--- config.mk ---
export PLATFORM = sky130hd
export DESIGN_NAME = kct_div
export DESIGN_NICKNAME = d
export VERILOG_FILES = /design/src/design/kalman_cv_tracker_3d_top_defines.svh /design/src/design/kct_pkg.sv /design/src/design/kct_div.sv
export SDC_FILE = /design/constraint.sdc
export NUM_CORES = 1
export LEC_CHECK = 0
export BUFFER_PORTS_ARGS = -buffer_cell sky130_fd_sc_hd__buf_2
export CAP_MARGIN = 20
export CORE_MARGIN = 2
export CORE_UTILIZATION = 49
export CTS_CLUSTER_DIAMETER = 200
export DETAILED_ROUTE_END_ITERATION = 16
export GPL_TIMING_DRIVEN = 0
export PLACE_DENSITY = 0.68
export SLEW_MARGIN = 25
export SYNTH_ARGS = -nofsm -noshare
export SYNTH_HDL_FRONTEND = slang
export SYNTH_SLANG_ARGS = --single-unit
--- constraint.sdc ---
create_clock -name clk -period 5.6 [get_ports clk]
set_input_delay 0.84 -clock clk [delete_from_list [all_inputs] [get_ports clk]]
set_output_delay 0.84 -clock clk [all_outputs]
set_load 0.01 [all_outputs]
--- src/design/kalman_cv_tracker_3d_top_defines.svh ---
// Assertion macros of the Kalman tracker top module.
// Depends on nothing; included by files that assert.
`ifndef KALMAN_CV_TRACKER_3D_TOP_DEFINES_SVH
`define KALMAN_CV_TRACKER_3D_TOP_DEFINES_SVH
// Assert that a property holds on every clock edge outside reset.
`define KCT_ASSERT(lbl, prop, msg) \
	lbl: assert property (@(posedge clk) disable iff (!arst_n) (prop)) else $error(msg);
// Assert that a condition on one edge implies another on the next edge.
`define KCT_ASSERT_NEXT(lbl, cond, prop, msg) \
	lbl: assert property (@(posedge clk) disable iff (!arst_n) (cond) |=> (prop)) else $error(msg);
`endif

--- src/design/kct_pkg.sv ---
// Types and constants of the Kalman tracker.
// Depends on nothing.
package kct_pkg;
	localparam int W = 48;
	typedef logic signed [W-1:0] q48_t;
	localparam q48_t MAX48 = {1'b0, {(W-1){1'b1}}};
	localparam q48_t MIN48 = {1'b1, {(W-1){1'b0}}};
	localparam logic [1:0] CFG_Q = 2'd0;
	localparam logic [1:0] CFG_R = 2'd1;
	localparam logic [1:0] CFG_P0 = 2'd2;

	function automatic q48_t sat48(input logic signed [W:0] v);
		if (v > $signed({2'b00, {(W-1){1'b1}}})) return MAX48;
		if (v < $signed({2'b11, {(W-1){1'b0}}})) return MIN48;
		return v[W-1:0];
	endfunction
endpackage

--- src/design/kct_div.sv ---
// Restoring bit-serial Q48 divider, one quotient bit a cycle.
// Depends on kct_pkg.
module kct_div import kct_pkg::*; #(
	parameter int FRAC_BITS = 16
) (
	input  logic clk,
	input  logic arst_n,
	input  logic start,
	input  q48_t n,
	input  q48_t d,
	output logic done,
	output q48_t q
);
	localparam int STEPS = 48 + FRAC_BITS;
	logic busy_q, neg_q, sat_q, zero_q;
	logic [$clog2(STEPS+1)-1:0] cnt_q;
	logic [STEPS-1:0] num_q;
	logic [48:0] rem_q, rem_sh;
	logic [47:0] den_q, quo_q, cap;
	logic qb;
	logic [48:0] qn;

	assign cap = neg_q ? 48'h8000_0000_0000 : 48'h7FFF_FFFF_FFFF;
	assign rem_sh = {rem_q[47:0], num_q[STEPS-1]};
	assign qb = rem_sh >= {1'b0, den_q};
	assign qn = {quo_q, qb};

	always_ff @(posedge clk or negedge arst_n) begin
		if (!arst_n) begin
			busy_q <= 1'b0;
			done <= 1'b0;
			cnt_q <= '0;
		end else begin
			done <= 1'b0;
			if (start) begin
				busy_q <= 1'b1;
				cnt_q <= ($clog2(STEPS+1))'(STEPS);
			end else if (busy_q) begin
				cnt_q <= cnt_q - 1'b1;
				if (cnt_q == 1) begin
					busy_q <= 1'b0;
					done <= 1'b1;
				end
			end
		end
	end

	always_ff @(posedge clk) begin
		if (start) begin
			neg_q <= n[47];
			zero_q <= d[47] || d == '0;
			num_q <= {(n[47] ? 48'(-n) : 48'(n)), {FRAC_BITS{1'b0}}};
			den_q <= d;
			rem_q <= '0;
			quo_q <= '0;
			sat_q <= 1'b0;
		end else if (busy_q) begin
			num_q <= num_q << 1;
			rem_q <= qb ? rem_sh - {1'b0, den_q} : rem_sh;
			if (!sat_q) begin
				if (qn > {1'b0, cap}) begin
					quo_q <= cap;
					sat_q <= 1'b1;
				end else quo_q <= qn[47:0];
			end
		end
	end

	assign q = zero_q ? '0 : (neg_q ? q48_t'(-quo_q) : q48_t'(quo_q));
endmodule

[Yosys cells after proc, flatten, opt, wreduce, memory -nomap -nowiden]
Index checks and enable logic that the tools add are counted.
Cells by class
  add/subtract/negate cells: 4
  magnitude comparators: 2
  equality and inequality tests: 1
  multiplexer cells: 18
  bitwise logic cells: 1
  reduce and logical (&&, ||, !) cells: 4
Operators by type and width (count)
  two-way mux 48 bit: 6
  two-way mux 64 bit: 2
  negation 48 bit: 2
  greater-or-equal comparator 49 x 48 -> 1 bit: 1
  greater-than comparator 49 x 48 -> 1 bit: 1
  zero test 48 bit: 1
  subtractor 48 bit: 1
  two-way mux 7 bit: 2
  two-way mux 1 bit: 8
  == test 7 x 1 -> 1 bit, second input constant: 1
  subtractor 7 x 1 -> 7 bit, second input constant: 1
  AND reduction 2 bit: 1
  nonzero test 2 bit: 1
  logical OR 1 bit: 1
  NOT 1 bit: 1
Storage, ports and cells
  flip-flop bits (word level): 204
  input port bits: 99
  output and inout bits: 49
  word-level logic and storage cells: 40

[Logic depth before layout (Yosys ltp)]
  depth in word-level cells: 4
  depth in mapped cells: 22
  depth with buffers taken out: 17

[Worst setup path before layout]
OpenSTA, ideal clock, no wires.
  kind: reg-to-reg
  start point: register den_q[1]
  end point: register quo_q[17]
  setup time: 60 ps
  arrival time: 4709 ps
  data required time: 5540 ps
  path slack: 832 ps
  stages on the path, launching flop included: 22
  path buffers: 4
  clock period less this slack: 4768 ps
  path through: edfxtp_1 -> inv_1 -> ha_1 -> nor2b_1 -> o31a_1 -> a211oi_1 -> o21ba_2 -> o21a_1 -> o31a_1 -> clkbuf_1 -> clkbuf_1 -> ha_1 -> nor2_1 -> nor2_1 -> a21oi_1 -> o311a_1 -> a2111oi_0 -> nor2_1 -> nor3_1 -> clkbuf_1 -> clkbuf_1 -> a221o_1
On the way
  cells in the longest elaborated chain, start to end: 3
RTL lines
  start: declaration: line kct_div.sv:19  | logic [47:0] den_q, quo_q, cap;
  start signal: assignment: line kct_div.sv:53  | den_q <= d;
  greater-or-equal comparator 49 x 48 -> 1 bit: line kct_div.sv:25  | assign qb = rem_sh >= {1'b0, den_q};
  greater-than comparator 49 x 48 -> 1 bit: line kct_div.sv:61  | if (qn > {1'b0, cap}) begin
  two-way mux 48 bit: line kct_div.sv:61
  end signal: assignment: line kct_div.sv:62  | quo_q <= cap;
  end signal: assignment: line kct_div.sv:64  | end else quo_q <= qn[47:0];
  end: declaration: line kct_div.sv:19
Every way passes these cells.
A chain may end at the register's enable or synchronous reset.

[Final worst setup path]
  start point: register quo_q[6]
  end point: output q[45]
On the way
  cells in the longest elaborated chain, start to end: 3
RTL lines
  negation 48 bit: line kct_div.sv:69  | assign q = zero_q ? '0 : (neg_q ? q48_t'(-quo_q) : q48_t'(quo_q));
  two-way mux 48 bit (2 in a row): line kct_div.sv:69
  end: declaration: line kct_div.sv:12  | output q48_t q
Every way passes these cells.

==> results_dict.tcl <==
set metrics [dict create \
    power.ir.vdd_worst_mv 0.234 \
    worst_slew_margin_relative_to_its_limit_pct 28.7 \
    globalRoute.totalOverflow 0 \
    routed-via-count 12600 \
    yosys_warnings 0 \
    number_of_antenna_violations_at_the_first_check_in_global_routing 1 \
    post_cts_resized 4 \
    post-route-drc-count 0 \
    timing.critical_path.cells "or4_4, or3_1, or4_1, clkbuf_1, or4_1, or4_1, buf_2, or3_4, o21ai_0, xor2_1, nor2_1, buf_2" \
    outcome "finished clean" \
    floorplan.die.width_microns 172 \
    synth_edf_count 98 \
    layout_setup_ws_ns 0.247 \
    final_common_cell "nor2_1" \
    worst_slew_pin_slew_ns 1.07 \
    vias_per_cell 5.91 \
    leading_cell_types_in_the_layout_fill_and_taps_excluded "199 x nor2_1, 148 x buf_2, 118 x a21oi_1" \
    synth_async_sr_flop_share_pct 4.41 \
    synth_area_sq_um 13900 \
    clock_tree_from_tritoncts "done" \
    clk_latency_ns 0.53 \
    core_area_sq_um 27800 \
    p_per_area_nw_per_um2 403 \
    drive_gt1_share_pct 12.8 \
    cts_max_level 1 \
    die-area_sq_um 29600 \
    cts.clk_slew.worst_paths_ns 0.06 \
    initial_core_utilization_pct 49.9 \
    syn-mean-instance-area_sq_um 8.87 \
    period_needed_ns 5.35 \
    maximum_number_of_pins_on_one_net_before_global_route_repair 57 \
    min_period_over_period_pct 95.6 \
    rsz0062_at_grt "no" \
    syn2layout_area_growth_pct 15.4 \
    grt_pass1_vias 11600 \
    drt-pass1-iter-count 5 \
    number_of_storage_elements_in_the_synthesis_netlist 204 \
    gp_congestion 0.930 \
    tritoncts.num_buffers 24 \
    drtAntennaViolNets 0 \
    setup_violations 0 \
    holdCritPathClass "in -> async" \
    number_of_primary_i_o_pins 148 \
    die_height_microns 172 \
    crit_path_end_kind "output pin" \
    wire_length_of_the_first_global_routing_pass_mm 60.6 \
    filler_cell_count 2566 \
    worst_ep_arrival_time_ns 4.51 \
    cts_buffer_depth 3 \
    placement_rows 61 \
    ys_dominant_reg_cell "edfxtp_1" \
    cts.root.buffer_cell "clkbuf_16" \
    leakagePower_nw 6.96 \
    hold_viol_final 0 \
    buffers_added_on_ports 147 \
    worst_ep_required_time_ns 4.76 \
    finalClockSkew_ns 0.0152 \
    drt-total-wl_mm 38.2 \
    cap_viol_max_count 0 \
    grt.total_usage_pct 25.7 \
    layout.core_utilization_pct 57.6 \
    proportion_of_synthesized_chip_area_in_sequential_cells_pct 36.9 \
    dp.cells 2090 \
    placedInstanceArea_sq_um 15100 \
    synth_cells 1562 \
    tritoncts_num_sinks 204 \
    worst-path-max-fanout 8 \
    synth.distinct_cells 69 \
    setup.worst_path.start_class "flip-flop" \
    critical_path_class "reg -> out" \
    cts.hold.buffers_added 0 \
    nNetsFinal 1938 \
    final_max_slew_viol_count 0 \
    final-instance-count-excl-fill 2134 \
    post-dp-hpwl_mm 28.6 \
    max_stage_delay_ns 0.56 \
    clock.fmax_mhz 187 \
    placement.setup.worst_slack_ns -0.524 \
    cp_slowest_cell "or4_4" \
    post_syn_nets 1762 \
    cts_setup_buffers 0 \
    cpMostUsedCell "or4_1" \
    dr.first_iter.drc_count 1088 \
    wl_per_cell_microns 17.9 \
    num_antenna_cells 0 \
    post-route-cell-area_sq_um 16000 \
]
-- Yosys cell counts (all sizes together) (7+ instances only) --
master | instances | area (sq um)
o21ai | 67 | 335
a211oi | 42 | 315
mux2i | 19 | 190
a21oi | 118 | 591
ha | 100 | 1250
or4 | 21 | 161
o31ai | 34 | 265
dfrtp | 9 | 225
o21a | 9 | 67.6
nor2b | 18 | 113
a221o | 47 | 470
nor3b | 9 | 67.6
clkbuf | 83 | 312
nand2 | 80 | 300
nand3 | 23 | 115
xnor2 | 34 | 298
nor3 | 31 | 155
nand4 | 29 | 181
inv | 69 | 259
nor4 | 17 | 106
edfxtp | 98 | 2940
nand2b | 13 | 81.3
xor2 | 98 | 858
o41ai | 13 | 114
a31oi | 13 | 81.3
buf | 8 | 31.3
or2 | 8 | 50.1
and2 | 7 | 43.8
or3 | 23 | 149
a21o | 39 | 293
o22ai | 7 | 43.8
nor2 | 199 | 747
o211ai | 8 | 60.1
dfxtp | 97 | 1940
-- final cells by class --
type / count / area [sq um] / share of cell area (%)
multi-input cells: 1198 / 8150 / 51.0
well taps: 378 / 473 / 2.96
flip-flops and latches: 204 / 5110 / 32.0
clock buffers: 27 / 622 / 3.89
inverters: 69 / 259 / 1.62
plain buffers: 91 / 360 / 2.25
repair buffers: 150 / 788 / 4.93
clock inverters: 17 / 223 / 1.39
-- cells by family after synthesis --
family | share of synthesized area [%]
buffers and inverters | 4.34
adder cells (fa/ha/maj) | 9.17
AO/OA/AOI/OAI | 21.8
multiplexers | 1.62
flip-flops | 36.9
XOR/XNOR | 8.34
AND/OR/NAND/NOR | 17.9
-- power by group --
part           leakage, nW  internal, mW  switching, mW  total, mW
registers             1.88          1.83          0.182       2.01
clock network        0.413          1.03          0.643       1.67
logic                 4.67          1.08           1.68       2.77
total                 6.96          3.94           2.51       6.45
-- layer usage --
metal / global-route usage (%) / vias to the layer above / part of all wire (%)
met4: 6.21 / 2 / 2.0
met3: 4.12 / 59 / 6.7
met1: 36.5 / 5997 / 46
met2: 41.0 / 396 / 45
met5: 0 / - / 0.031
li1: - / 6164 / -
-- path summary, 6_finish.rpt --
kind / startpoint / end / slack, ns / depth (start not counted)
setup / recovery: quo_q[6] / q[45] / 0.25 / 12
min in group clk: sat_q / sat_q / 0.49 / 2
max in group asynchronous: arst_n / cnt_q[2] / 5.24 / 1
setup reg to reg: den_q[26] / quo_q[43] / 0.34 / 22
hold / removal: arst_n / cnt_q[1] / 0.16 / 1
hold reg to reg: sat_q / sat_q / 0.49 / 2
-- state kept, by name, indices dropped and copies added (netlist names) --
register / cells
busy_q: 1
cnt_q: 7
den_q: 48
done: 1
neg_q: 1
num_q: 48
quo_q: 48
rem_q: 48
sat_q: 1
zero_q: 1
-- through the flow --
step                      setup TNS (ns)  power, mW  hold slack, ns
final                                  0       6.45           0.164
after global routing                   0       6.89           0.163
after CTS                              0       6.44           0.149
after detailed placement          -17.02       4.75           0.475
after global placement            -13.32       4.70           0.465
after floorplan                        0       4.02           0.450
-- critical path, delay by kind of cell (launching register included) --
family	cells	cell delay, ns
flip-flops	1	0.39
buffers and inverters	3	0.51
AND/OR/NAND/NOR	7	2.69
AO/OA/AOI/OAI	1	0.21
XOR/XNOR	1	0.19
(Power assumes the default switching activity.)
