## src/design/kalman_cv_tracker_3d_top_defines.svh

```systemverilog
// Assertion macros of the Kalman tracker top module.
// Depends on nothing; included by files that assert.
`ifndef KALMAN_CV_TRACKER_3D_TOP_DEFINES_SVH
`define KALMAN_CV_TRACKER_3D_TOP_DEFINES_SVH
// Assert that a property holds on every clock edge outside reset.
`define KCT_ASSERT(lbl, prop, msg) \
	lbl: assert property (@(posedge clk) disable iff (!arst_n) (prop)) else $error(msg);
// Assert that a condition on one edge implies another on the next edge.
`define KCT_ASSERT_NEXT(lbl, cond, prop, msg) \
	lbl: assert property (@(posedge clk) disable iff (!arst_n) (cond) |=> (prop)) else $error(msg);
`endif

```

## src/design/kct_ram.sv

```systemverilog
// Generic single-port synchronous RAM with registered read.
// Depends on nothing.
module kct_ram #(
	parameter int WIDTH = 48,
	parameter int DEPTH = 16
) (
	input  logic clk,
	input  logic we,
	input  logic [$clog2(DEPTH)-1:0] addr,
	input  logic [WIDTH-1:0] wdata,
	output logic [WIDTH-1:0] rdata
);
	logic [WIDTH-1:0] mem [DEPTH];
	always_ff @(posedge clk) begin
		if (we) mem[addr] <= wdata;
		rdata <= mem[addr];
	end
endmodule

```

## config.mk

```make
export PLATFORM = sky130hd
export DESIGN_NAME = kct_ram
export DESIGN_NICKNAME = d
export VERILOG_FILES = /design/src/design/kalman_cv_tracker_3d_top_defines.svh /design/src/design/kct_ram.sv
export SDC_FILE = /design/constraint.sdc
export NUM_CORES = 1
export LEC_CHECK = 0
export BUFFER_PORTS_ARGS = -buffer_cell sky130_fd_sc_hd__buf_2
export CAP_MARGIN = 20
export CORE_MARGIN = 2
export CORE_UTILIZATION = 60
export DETAILED_ROUTE_END_ITERATION = 8
export GPL_TIMING_DRIVEN = 0
export PLACE_DENSITY = 0.89
export SETUP_SLACK_MARGIN = 0.1
export SLEW_MARGIN = 20
export SYNTH_ARGS = -nofsm -noshare
export SYNTH_HDL_FRONTEND = slang
export SYNTH_SLANG_ARGS = --single-unit
```

## constraint.sdc

```tcl
create_clock -name clk -period 15.2 [get_ports clk]
set_input_delay 1.52 -clock clk [delete_from_list [all_inputs] [get_ports clk]]
set_output_delay 1.52 -clock clk [all_outputs]
set_load 0.01 [all_outputs]
```

# --- After elaboration in Yosys (flattened, before gate mapping) ---
# Memory sizes are Yosys's and may differ from the RTL's. A register that Yosys moved wholly into a read port is not among the register bits.
# Cells that the tools add are included.
totals:
  romBits: 0
  latch_bits: 0
  reg_bits: 0
  mem_count: 1
  output_inout_bits: 48
  ramBits: 768
op_classes:
  muxes: 2
  magnitude_cmp: 0
  reduce_logical: 0
  bitwise: 0
  div: 0
  n_mul: 0
  addsub: 0
  eq_ne: 0
  shift: 0
memory_table:
  columns: ["name", "depth", "word_bits", "read_ports", "rd_ports_with_merged_regs", "wr", "line_no", "text"]
  rows:
  - ["mem", 16, 48, 1, 1, 1, "kct_ram.sv:13", "logic [WIDTH-1:0] mem [DEPTH];"]
op_table:
  columns: ["operator", "n"]
  rows:
  - ["1-bit two-way mux", 2]

# --- Depth between registers and ports, before layout ---
# Gate-level depths: netlist (run 1).
depth:
  word_depth: 2
  ltp_mapped: 6
  ltp_nobuf: 3

# --- Worst setup path before layout (run 1) ---
# Ideal clock, no wire load.
synth_timing:
  path_kind: "input-to-reg"
  start: "in addr[1]"
  end: "mem mem[0][0], enable pin"
  setup_time_ns: 0.513
  required_time_ns: 14.687
  arrival_ns: 5.404
  setup_slack_ns: 9.283
  path_buffers: 3
  path_stages: 4
  cell_sequence: "buf_2 > buf_2 > buf_1 > nor3_1"
synth_lines:
  columns: ["item", "line_no", "text"]
  rows:
  - ["start: declaration", "kct_ram.sv:9", "input logic [$clog2(DEPTH)-1:0] addr,"]
  - ["end: declaration", "kct_ram.sv:13", null]
# No word-level cell before the write port.

# --- Worst setup path after layout (run 1) ---
layout_timing:
  start: "in addr[1]"
  end: "mem mem[15][30], enable pin"
# No word-level cell before the write port.

==> results of run 1 <==
==> through the flow <==
stage	hold slack [ns]	worst slack, ns
floorplan	0.6349	9.283
global placement	0.6483	5.571
detailed placement	0.6591	10.46
CTS	0.6840	11.06
global route	0.7063	10.96
finish	0.6819	11.01
==> critical path, cell delays in order <==
cell,delay (ns)
buf_2,0.31
buf_2,0.40
buf_1,0.58
nand2_1,0.43
nor2_4,0.75
buf_16,0.27
buf_16,0.20
==> cell usage in the layout, fill, tap and decap left out <==
master,n
clkbuf_8,11
nor2_1,1
buf_12,5
edfxtp_1,768
bufinv_16,5
and2_1,1
clkinv_4,1
nand2_1,49
nor2_4,12
buf_16,23
nand3b_1,2
buf_6,26
nand3_1,1
clkinv_1,3
buf_1,2
buf_8,3
diode_2,7
or3b_2,1
inv_6,2
nor2b_1,2
clkbuf_1,59
buf_2,110
mux4_2,192
a22oi_1,96
nand2b_1,2
buf_4,17
dfxtp_1,48
nor3_2,4
clkinv_2,16
clkbuf_16,79
clkinvlp_4,2
==> power by group through the flow <==
stage	sequential, W	clock [W]	combinational, W
6_report	0.00253	0.00191	0.000249
5_1_grt	0.00254	0.00199	0.000262
4_1_cts	0.00253	0.00191	0.000248
3_5_place_dp	0.00258	0	0.000241
3_3_place_gp	0.00258	0	0.000214
2_1_floorplan	0.00258	0	0.000121
==> final timing paths <==
kind,from,end
max reg2reg,mem[11][1]$_DFFE_PP_,rdata[1]$_DFF_P_
max,addr[1],mem[15][30]$_DFFE_PP_
min,mem[13][23]$_DFFE_PP_,rdata[23]$_DFF_P_
min reg2reg,mem[13][23]$_DFFE_PP_,rdata[23]$_DFF_P_
==> kinds of logic after synthesis <==
kind of cell           after synthesis
DFF                                816
muxes                              192
AOI/OAI and AO/OA                   96
and+or+nand+nor                     75
buffers and inverters               64
==> registers in the layout (all words and copies together), names as in the netlist <==
register,flops
mem,768
rdata,48
==> metal layers <==
layer | track usage (%) | part of all wire (%) | vias up
li1 | - | - | 5809
met1 | 38.20 | 33 | 7734
met2 | 52.43 | 52 | 1170
met3 | 5.974 | 10 | 241
met4 | 14.28 | 4.5 | 8
met5 | 0 | 0.059 | -
==> layout make-up <==
| type | instances | area, µm² | share of cell area (%) |
|---|---|---|---|
| Timing Repair Buffer | 159 | 1540 | 4.435 |
| Antenna cell | 7 | 17.52 | 0.05044 |
| Multi-Input combinational cell | 363 | 5468 | 15.74 |
| Clock buffer | 112 | 2211 | 6.366 |
| Tap cell | 664 | 830.8 | 2.392 |
| Clock inverter | 29 | 282.8 | 0.8142 |
| Buffer | 64 | 355.3 | 1.023 |
| Sequential cell | 816 | 24020 | 69.17 |
==> impl_metrics.env, run 1 <==
export IMPL_synth_area_leaders="edfxtp_1, mux4_2, dfxtp_1"
export IMPL_path_clk_slew_ns=0.06
export IMPL_rrSetupSlack_ns=13.59
export IMPL_ys_types=18
export IMPL_yosysSeqAreaShare_pct=80.79
export IMPL_die_h_um=226.6
export IMPL_synth_xor_area_share_pct=0
export IMPL_via_count=14960
export IMPL_drv_slew=0
export IMPL_dp_cells=2066
export IMPL_cts_resized_gates=0
export IMPL_fillerInstances=2641
export IMPL_synth_edff_count=768
export IMPL_cts_buffers=78
export IMPL_floorplan_rows=81
export IMPL_yosys_area_top_type="edfxtp_1"
export IMPL_hold_buffers=0
export IMPL_p_per_area_nw_per_um2=135.1
export IMPL_grt_use_total_pct=30.64
export IMPL_synth_cells=1243
export IMPL_grt_pass1_wl_um=108000
export IMPL_tightest_slew_ns=1.054
export IMPL_synthAdderAreaFrac_pct=0
export IMPL_drive_gt1_share_pct=32.99
export IMPL_cp_max_fo=18
export IMPL_p_total_w=0.004691
export IMPL_pwr_share_comb_pct=5.3
export IMPL_yosys_area_top_type_share_pct=77.56
export IMPL_ant_nets=0
export IMPL_cts_sinks=816
export IMPL_yosysWarnings=0
export IMPL_async_flop_share_pct=0
export IMPL_final_core_util_pct=70.95
export IMPL_place_area_um2=32220
export IMPL_clock_latency_ns=0.61
export IMPL_post_route_drc_count=0
export IMPL_antenna_found_initial=9
export IMPL_initial_core_util_pct=60.75
export IMPL_cts_tree="yes"
export IMPL_leakagePower_nw=11.29
export IMPL_hold_viol_final=0
export IMPL_synth_simple_gate_area_share_pct=1.052
export IMPL_clkPwrFrac_pct=40.7
export IMPL_ir_drop_mv=0.1166
export IMPL_p_seq_share_pct=54.0
export IMPL_port_buffers=99
export IMPL_r2r_worst_path_cells=3
export IMPL_switching_share_pct=20.87
export IMPL_htreeDepth=3
export IMPL_area_growth_syn_to_layout_pct=16.79
export IMPL_synthTopCellsByCount="edfxtp_1, mux4_2, a22oi_1, nand2_1, dfxtp_1"
export IMPL_cellInternalPower_w=0.003712
export IMPL_gp_congestion=0.7514
export IMPL_syn_area_um2=29740
export IMPL_synth_top_family_by_area="multiplexers"
export IMPL_hp_class="reg2reg"
export IMPL_finalSetupViolCount=0
export IMPL_clock_skew_final_ns=0.02580
export IMPL_setup_worst_path_start_class="primary input"
export IMPL_timing_final_crit_share_pct=27.57
export IMPL_fin_nets=1536
export IMPL_routed_wl_um=75920
export IMPL_endpoint_kind="flop"
export IMPL_avgSynthCellArea_um2=23.92
export IMPL_crit_required_ns=15.50
export IMPL_rsz0062_at_grt="false"
export IMPL_grt_max_degree=21
export IMPL_synthMuxAreaShare_pct=14.54
export IMPL_synth_flop_cell="edfxtp_1"
export IMPL_dr_pass1_iters=6
export IMPL_period_minus_slack_ns=4.191
export IMPL_routedWlPerCell_um=34.29
export IMPL_drtIter0Drc=2254
export IMPL_drv_cap=0
export IMPL_grt_pass1_vias=15740
export IMPL_arrival_ns=4.49
export IMPL_viasPerCell=6.758
export IMPL_clock_fmax_mhz=238.6
export IMPL_fp_dieW_um=226.6
export IMPL_cts_root_buffer="clkbuf_16"
export IMPL_cts_setup_buffers=0
export IMPL_io_pins=102
export IMPL_hold_path_cell_count=3
export IMPL_worstSetupPathType="in2reg"
export IMPL_outcome="complete, no violations"
export IMPL_final_cells=2214
export IMPL_power_switching_w=0.0009790
export IMPL_synth_compound_area_share_pct=2.424
export IMPL_synth_most_common_cell="edfxtp_1"
export IMPL_synth_seq_cells=816
export IMPL_tns_ns=0
export IMPL_cts_buffer_depth=3
export IMPL_max_slew_margin_pct=29.76
export IMPL_fin_area_um2=34730
export IMPL_dieArea_um2=51360
export IMPL_core_area_um2=48950
export IMPL_synth_fp_nets=1297
export IMPL_dpl_hpwl_um=44440
export IMPL_grt_ovfl_total=0
(Power assumes the default switching activity.)
==> inputs of run 2 (changes only) <==
CORE_UTILIZATION = 55   (was 60)
PLACE_DENSITY = 0.87   (was 0.89)
clock period = 3.4 ns   (was 15.2 ns; I/O delays follow)
==> impl_metrics.env, run 2 (same netlist as run 1, synthesis figures left out) <==
export IMPL_ir_drop_mv=0.3853
export IMPL_viasPerCell=6.627
export IMPL_place_area_um2=32330
export IMPL_drv_slew=0
export IMPL_cts_root_buffer="clkbuf_16"
export IMPL_r2r_start="mem[11][3]$_DFFE_PP_"
export IMPL_dpl_hpwl_um=43780
export IMPL_top_regs="mem (768), rdata (48)"
export IMPL_pre_cts_ws_ns=0.09726
export IMPL_grt_pass1_wl_um=108200
export IMPL_cts_setup_buffers=0
export IMPL_largest_reg_flops=768
export IMPL_r2r_end="rdata[3]$_DFF_P_"
export IMPL_cp_endpoint="mem[15][30]$_DFFE_PP_"
export IMPL_max_slew_margin_pct=31.79
export IMPL_io_pins=102
export IMPL_crit_required_ns=3.72
export IMPL_hold_viol_final=0
export IMPL_holdWs_ns=0.08960
export IMPL_gp_congestion=0.7352
export IMPL_endpoint_kind="flop"
export IMPL_path_clk_slew_ns=0.06
export IMPL_cts_buffer_depth=3
export IMPL_initial_core_util_pct=55.48
export IMPL_fin_ws_ns=0.4789
export IMPL_tightest_slew_ns=1.023
export IMPL_grt_pass1_vias=15700
export IMPL_post_route_drc_count=0
export IMPL_clock_skew_final_ns=0.01742
export IMPL_port_buffers=99
export IMPL_drtIter0Drc=2119
export IMPL_routed_wl_um=75280
export IMPL_rrSetupSlack_ns=1.88
export IMPL_antenna_found_initial=9
export IMPL_p_seq_share_pct=53.1
export IMPL_drv_cap=0
export IMPL_arrival_ns=3.24
export IMPL_drive_gt1_share_pct=32.52
export IMPL_setup_worst_path_start_class="primary input"
export IMPL_r2r_worst_path_cells=3
export IMPL_fp_dieW_um=236.5
export IMPL_cp_max_fo=14
export IMPL_hp_class="in2reg"
export IMPL_layout_common_cells="edfxtp_1, mux4_2, buf_2"
export IMPL_grt_max_degree=21
export IMPL_pwr_share_comb_pct=5.2
export IMPL_cts_buffers=80
export IMPL_clkPwrFrac_pct=41.7
export IMPL_core_area_um2=53600
export IMPL_area_growth_syn_to_layout_pct=17.63
export IMPL_dieArea_um2=55940
export IMPL_cellInternalPower_w=0.01690
export IMPL_cts_tree="yes"
export IMPL_crit_start="addr[1]"
export IMPL_rsz0062_at_grt="false"
export IMPL_mostFrequentLayoutCell="edfxtp_1"
export IMPL_clock_latency_ns=0.62
export IMPL_period_minus_slack_ns=2.921
export IMPL_cts_resized_gates=0
export IMPL_worstSetupPathType="in2reg"
export IMPL_cts_sinks=816
export IMPL_timing_final_crit_share_pct=85.91
export IMPL_routedWlPerCell_um=33.38
export IMPL_fillerInstances=3188
export IMPL_floorplan_rows=85
export IMPL_grt_ovfl_total=0
export IMPL_htreeDepth=3
export IMPL_finalSetupViolCount=0
export IMPL_hold_buffers=0
export IMPL_outcome="complete, no violations"
export IMPL_leakagePower_nw=11.36
export IMPL_ant_nets=0
export IMPL_grt_use_total_pct=27.38
export IMPL_power_switching_w=0.004424
export IMPL_via_count=14940
export IMPL_top_register="mem"
export IMPL_p_per_area_nw_per_um2=609.7
export IMPL_die_h_um=236.5
export IMPL_fin_nets=1540
export IMPL_clock_fmax_mhz=342.3
export IMPL_fin_area_um2=34980
export IMPL_switching_share_pct=20.74
export IMPL_dr_pass1_iters=6
[run 2: worst min-delay path by stage]
stage | startpoint | slack (ns) | to | cells after the start
after floorplan | wdata[0] | 0.44 | mem[0][0]$_DFFE_PP_ | 0
after CTS | wdata[5] | 0.08 | mem[14][5]$_DFFE_PP_ | 1
final | wdata[5] | 0.09 | mem[5][5]$_DFFE_PP_ | 1
after global routing | wdata[25] | 0.09 | mem[7][25]$_DFFE_PP_ | 1
after global placement | mem[12][22]$_DFFE_PP_ | 0.65 | rdata[22]$_DFF_P_ | 3
after detailed placement | mem[7][38]$_DFFE_PP_ | 0.66 | rdata[38]$_DFF_P_ | 3
[run 2: stage by stage]
stage,TNS (ns),instances,utilization [%],power [W]
detailed placement,0,2100,60.32,0.01260
global placement,-1552.79,2038,58.08,0.01248
finish,0,2255,65.25,0.02133
global route,0,2252,65.24,0.02180
floorplan,-256.77,1243,-,0.01209
CTS,0,2249,65.23,0.02138
[run 2: cell type report]
| class | count | area, µm² | area share, % |
|---|---|---|---|
| clock buffers | 114 | 2243 | 6.414 |
| well taps | 696 | 870.8 | 2.490 |
| repair buffers | 161 | 1618 | 4.625 |
| clock inverters | 35 | 384.1 | 1.098 |
| multi-input cells | 363 | 5468 | 15.63 |
| diodes | 6 | 15.01 | 0.04293 |
| plain buffers | 64 | 355.3 | 1.016 |
| flip-flops and latches | 816 | 24020 | 68.68 |
[run 2: metal layers]
layer / global-route usage, % / share of wire (%)
met5: 0 / 0.076
met1: 33.68 / 33
met4: 14.79 / 5.7
met3: 5.328 / 9.3
met2: 46.36 / 51
[run 2: power by group through the flow]
stage	sequential, W	combinational, W	clock, W
5_1_grt	0.0113	0.00117	0.00929
3_3_place_gp	0.0115	0.000965	0
4_1_cts	0.0113	0.00111	0.00893
2_1_floorplan	0.0115	0.000543	0
3_5_place_dp	0.0115	0.00108	0
6_report	0.0113	0.00111	0.00889
[run 2: critical path, cell delays in order]
cell	delay, ns
buf_2	0.31
buf_2	0.45
buf_1	0.59
nand2_1	0.43
nor2_4	0.65
buf_16	0.25
buf_16	0.18
